File: config.mk
export PLATFORM = sky130hd
export DESIGN_NAME = tpsz_recip
export DESIGN_NICKNAME = d
export VERILOG_FILES = /design/src/rtl/tpsz_pkg.sv /design/src/rtl/tpsz_recip.sv
export SDC_FILE = /design/constraint.sdc
export NUM_CORES = 1
export LEC_CHECK = 0
export BUFFER_PORTS_ARGS = -buffer_cell sky130_fd_sc_hd__buf_2
export CAP_MARGIN = 0
export CORE_MARGIN = 2
export CORE_UTILIZATION = 45
export DETAILED_ROUTE_END_ITERATION = 10
export PLACE_DENSITY = 0.66
export SYNTH_ARGS = -nofsm -noshare
export SYNTH_HDL_FRONTEND = slang
export SYNTH_SLANG_ARGS = --single-unit
File: constraint.sdc
create_clock -name clk_i -period 8.6 [get_ports clk_i]
set_input_delay 0 -clock clk_i [delete_from_list [all_inputs] [get_ports clk_i]]
set_output_delay 0 -clock clk_i [all_outputs]
set_load 0.1 [all_outputs]
File: src/rtl/tpsz_pkg.sv
// ----------------------------------------------------------------------------
// tpsz_pkg
// types and constants of the triangle pixel shader
// ----------------------------------------------------------------------------
`timescale 1ns / 1ps

package tpsz_pkg;

  typedef enum logic [1:0] {
    OP_LOAD   = 2'd0,
    OP_COMMIT = 2'd1,
    OP_SHADE  = 2'd2,
    OP_CLEAR  = 2'd3
  } op_e;

  typedef struct packed {
    logic [1:0]         op;
    logic [1:0]         vertex_index;
    logic signed [23:0] pos_x;
    logic signed [23:0] pos_y;
    logic signed [15:0] vertex_red;
    logic signed [15:0] vertex_green;
    logic signed [15:0] vertex_blue;
    logic signed [31:0] depth_value;
    logic [7:0]         pixel_x;
    logic [7:0]         pixel_y;
  } cmd_t;

  typedef struct packed {
    logic [7:0]  out_x;
    logic [7:0]  out_y;
    logic        written;
    logic [12:0] out_red;
    logic [12:0] out_green;
    logic [12:0] out_blue;
  } result_t;

  typedef struct packed {
    logic wr_en;
    logic rd_en;
  } mem_ctrl_t;

  localparam logic signed [31:0] DEPTH_MIN = 32'sh8000_0000;
  localparam int unsigned DET_W   = 51;
  localparam int unsigned NORM_W  = 24;
  localparam int unsigned RECIP_W = 25;
  localparam int unsigned MSB_W   = 6;
  localparam logic [MSB_W-1:0] NORM_MSB = 6'd23;
  localparam logic [12:0] COL_MAX = 13'd4096;

endpackage

File: src/rtl/tpsz_recip.sv
// ----------------------------------------------------------------------------
// tpsz_recip
// normalizes the determinant magnitude and divides 2^47 by it, one bit a cycle
// ----------------------------------------------------------------------------
`timescale 1ns / 1ps

module tpsz_recip (
  input  logic                                clk_i,
  input  logic                                rst_ni,
  input  logic                                start_i,
  input  logic [tpsz_pkg::DET_W-1:0]          mag_i,
  output logic                                done_o,
  output logic [tpsz_pkg::RECIP_W-1:0]        recip_o,
  output logic [tpsz_pkg::MSB_W-1:0]          msb_o
);

  localparam logic [1:0] R_IDLE = 2'd0;
  localparam logic [1:0] R_NORM = 2'd1;
  localparam logic [1:0] R_DIV  = 2'd2;

  logic [1:0]                         phase_q, phase_d;
  logic [tpsz_pkg::DET_W-1:0]         m_q, m_d;
  logic [tpsz_pkg::MSB_W-1:0]         msb_q, msb_d;
  logic [tpsz_pkg::RECIP_W-1:0]       rem_q, rem_d;
  logic [tpsz_pkg::RECIP_W-1:0]       quo_q, quo_d;
  logic [4:0]                         cnt_q, cnt_d;
  logic                               done_q, done_d;
  logic [tpsz_pkg::RECIP_W-1:0]       divisor;
  logic [tpsz_pkg::RECIP_W-1:0]       rem_sel;
  logic                               fits;

  assign divisor = {1'b0, m_q[tpsz_pkg::NORM_W-1:0]};
  assign fits    = rem_q >= divisor;
  assign rem_sel = fits ? (rem_q - divisor) : rem_q;

  always_comb begin
    phase_d = phase_q;
    m_d     = m_q;
    msb_d   = msb_q;
    rem_d   = rem_q;
    quo_d   = quo_q;
    cnt_d   = cnt_q;
    done_d  = 1'b0;
    case (phase_q)
      R_IDLE: begin
        if (start_i) begin
          m_d     = mag_i;
          msb_d   = tpsz_pkg::NORM_MSB;
          phase_d = R_NORM;
        end
      end
      R_NORM: begin
        // bring the magnitude into [2^23, 2^24)
        if (m_q[tpsz_pkg::DET_W-1:tpsz_pkg::NORM_W] != '0) begin
          m_d   = m_q >> 1;
          msb_d = msb_q + 1'b1;
        end else if (!m_q[tpsz_pkg::NORM_W-1]) begin
          m_d   = m_q << 1;
          msb_d = msb_q - 1'b1;
        end else begin
          rem_d   = tpsz_pkg::RECIP_W'(1) << (tpsz_pkg::NORM_W - 1);
          quo_d   = '0;
          cnt_d   = '0;
          phase_d = R_DIV;
        end
      end
      R_DIV: begin
        quo_d = {quo_q[tpsz_pkg::RECIP_W-2:0], fits};
        rem_d = rem_sel << 1;
        cnt_d = cnt_q + 1'b1;
        if (cnt_q == 5'(tpsz_pkg::RECIP_W - 1)) begin
          done_d  = 1'b1;
          phase_d = R_IDLE;
        end
      end
      default: begin
        phase_d = R_IDLE;
      end
    endcase
  end

  always_ff @(posedge clk_i or negedge rst_ni) begin
    if (!rst_ni) begin
      phase_q <= R_IDLE;
      done_q  <= 1'b0;
      cnt_q   <= '0;
    end else begin
      phase_q <= phase_d;
      done_q  <= done_d;
      cnt_q   <= cnt_d;
    end
  end

  always_ff @(posedge clk_i) begin
    m_q   <= m_d;
    msb_q <= msb_d;
    rem_q <= rem_d;
    quo_q <= quo_d;
  end

  assign done_o  = done_q;
  assign recip_o = quo_q;
  assign msb_o   = msb_q;

endmodule

==> results by group <==
Outcome
  – Status: finished clean

STA
  – Highest Clock Rate: 0.293 GHz
  – Max_slew headroom: 22.7%
  – Max Slew Vio Count: 0
  – Final period util: 39.7%
  – Least-Margin Pin Slew: 1.15 ns
  – Final WS setup: 5.19 ns
  – RSZ-0062 raised after global routing: no
  – Setup total negative slack: 0 ns
  – Final hold vios: 0
  – Skew final: 0.00601 ns
  – Final setup vio count: 0
  – Minimum clock period after layout: 3.41 ns

Worst hold path
  – Hold Crit Class: in2reg
  – Hold path cells: 4

Floorplan
  – # IOs: 86
  – Initial Util: 46.5%
  – Die W: 124 µm
  – Row count: 43
  – Area of the core: 14000 µm²
  – Die area: 15400 µm²
  – Die Ht: 124 µm

Global routing
  – Met2 Resource Use GR: 32.8%
  – Initial antenna violation count: 0
  – First-pass GRT wire length: 25000 µm
  – Total grt overflow: 0
  – Grt met1 use: 25.5%
  – Total GRT Usage: 19.8%
  – Layer with the highest usage: met2
  – Largest net degree at the start of global routing: 79
  – Global-route met3 utilization: 4.65%
  – Vias in the first global route: 5193

Place
  – Place WS: 5.17 ns
  – Port bufs: 85
  – Placed cell count: 889
  – Gp weighted congestion: 0.890
  – Dpl hpwl: 9560 µm

Layout
  – Area added between synthesis and finish: 25.3%
  – Diode count: 0
  – Final #Nets: 868
  – Share of layout cells above drive strength 1: 15.7%
  – Fillers: 1193
  – Non-filler cells, final: 975

Logic synthesis
  – Top-count cell post-synth: nand2_1
  – Main flop type after synthesis: edfxtp_1
  – Synth area leader: edfxtp_1
  – Synth async-reset ratio: 7.02%
  – Top cells by count, synth: 124 x nand2_1, 106 x edfxtp_1, 52 x a21oi_1
  – Flops & latches, synth: 114
  – Mapped Area: 6500 µm²
  – Main area contributors after synthesis: edfxtp_1 49%, nand2_1 7.2%, ha_1 5.8%, a21oi_1 4.0%, dfrtp_1 3.1%
  – Post-synth net total: 739
  – Synth Instances: 653
  – Post-synthesis sequential area ratio: 52.0%
  – Netlist cell types: 48
  – Post-synth EDFFs: 106
  – YS warnings: 0
  – Avg Synthesized Cell Area: 9.96 µm²
  – Yosys top cell area share: 49.0%

Clock network
  – Root Buffer: clkbuf_16
  – Worst-case clock buffer depth: 2
  – CTS sink count: 114
  – CTS tree: yes
  – Total CTS buffers: 17
  – H-tree level count: 4
  – Worst-Skew Late Latency: 0.42 ns
  – Clk slew on worst S/H paths: 0.05 ns
  – CTS resizes: 0

Setup path
  – Crit start category: flip-flop
  – Worst Setup End Kind: flip-flop
  – Buffers & Inverters on Critical Path: 1
  – Top delay family on crit path: compound AO/OA/AOI/OAI gates
  – Crit. path cell count: 10
  – CP Cell Sequence: inv_1 -> ha_1 -> nor2b_1 -> o2111ai_1 -> a21oi_2 -> o21ai_2 -> o31a_1 -> o21ai_4 -> nand2_1 -> o22ai_1
  – Worst EP required: 8.85 ns
  – Worst R2R Path Depth: 10
  – CP arrival: 3.66 ns
  – Worst path max stage delay: 0.79 ns
  – Critical path class: reg2reg
  – Worst-path maximum fanout: 26
  – Slowest stage cell on the critical path: o21ai_4

Route
  – DR vias/cell: 5.24
  – 1st-iter DRT viols: 309
  – Antenna-violating nets left: 0
  – Routed len/inst: 15.2 µm
  – Pre-antenna DRT Iters: 4
  – DRC Markers: 0
  – Detailed Route WL: 14800 µm
  – Via count: 5109

Pwr
  – Pleak: 3.32 nW
  – Pwr dens: 305 nW/µm²
  – Max VDD drop: 303 µV

Flow run
  – Max-cap violations: 0
final timing paths:
check | start | end | slack (ns)
worst max-delay path | m_q[1] | rem_q[21] | 5.19
worst min-delay path | mag_i[38] | m_q[38] | 0.37
worst max register to register | m_q[1] | rem_q[21] | 5.19
worst min register to register | cnt_q[4] | cnt_q[4] | 0.54
max in group asynchronous | rst_ni | cnt_q[0] | 7.73
min in group asynchronous | rst_ni | cnt_q[4] | 0.59
state kept, by name (all words and copies together) (netlist names):
signal / count
cnt_q: 5
rem_q: 24
m_q: 51
msb_o: 6
phase_q: 2
done_o: 1
recip_o: 25
layout by cell type, fill, tap and decap left out, types with 8 or more instances in the layout:
master         count
nand2_1          124
dlygate4sd3_1     54
buf_2             85
mux2i_1           20
edfxtp_1         106
clkbuf_16         17
and2_1            27
a21oi_1           52
ha_1              30
xnor2_1           14
xor2_1            12
nand3_1           10
nor3_1            27
nor4_1             9
inv_1             33
nor2_1            37
a21o_1            12
o21ai_0           32
dfrtp_1            8
timing repair:
item / CTS / global route
setup buffers: 0 / 0
hold buffers: 54 / 0
endpoints found under the hold margin: 60 / 0
per-stage QoR:
stage	instance area [µm²]	util (%)	hold WS [ns]	power, W
floorplan	6500	-	-0.296	0.00163
global placement	7080	50.6	-0.148	0.00181
detailed placement	7080	50.6	-0.145	0.00183
CTS	8150	58.2	0.364	0.00249
global route	8150	58.2	0.394	0.00265
finish	8150	58.2	0.375	0.00249
tightest hold or removal path, cell delays in order:
cell	delay (ns)
dlygate4sd3_1	0.51
buf_2	0.09
nand2_1	0.04
nand2_1	0.05
cell families (layout without fill, tap and decap cells):
kind of cell | count (synthesis) | count (layout) | share of synthesized area [%]
fa+ha+maj | 32 | 32 | 6.39
buf+inv | 66 | 208 | 4.12
flops | 114 | 114 | 52.0
simple gates | 259 | 259 | 18.1
xor+xnor | 26 | 26 | 3.50
mux | 20 | 20 | 3.08
compound gates | 136 | 136 | 12.7
report_power, final:
| part | switching (W) | internal (W) | total (W) |
|---|---|---|---|
| combinational | 0.000617 | 0.000356 | 0.000974 |
| clock | 0.000249 | 0.000391 | 0.000639 |
| sequential | 0.0000933 | 0.000781 | 0.000874 |
layout make-up:
class	instances	area, µm²	area share, %
flip-flops and latches	114	3380	41.5
multi-input cells	473	2890	35.5
repair buffers	143	996	12.2
clock buffers	20	437	5.36
well taps	180	225	2.76
inverters	33	124	1.52
clock inverters	12	92.6	1.14
routing by layer:
| layer | vias up | wire, µm |
|---|---|---|
| met5 | - | 0 |
| met4 | 0 | 303 |
| met3 | 25 | 585 |
| met2 | 104 | 7050 |
| met1 | 2395 | 6850 |
| li1 | 2585 | - |
Power figures use the tool's default switching activity.
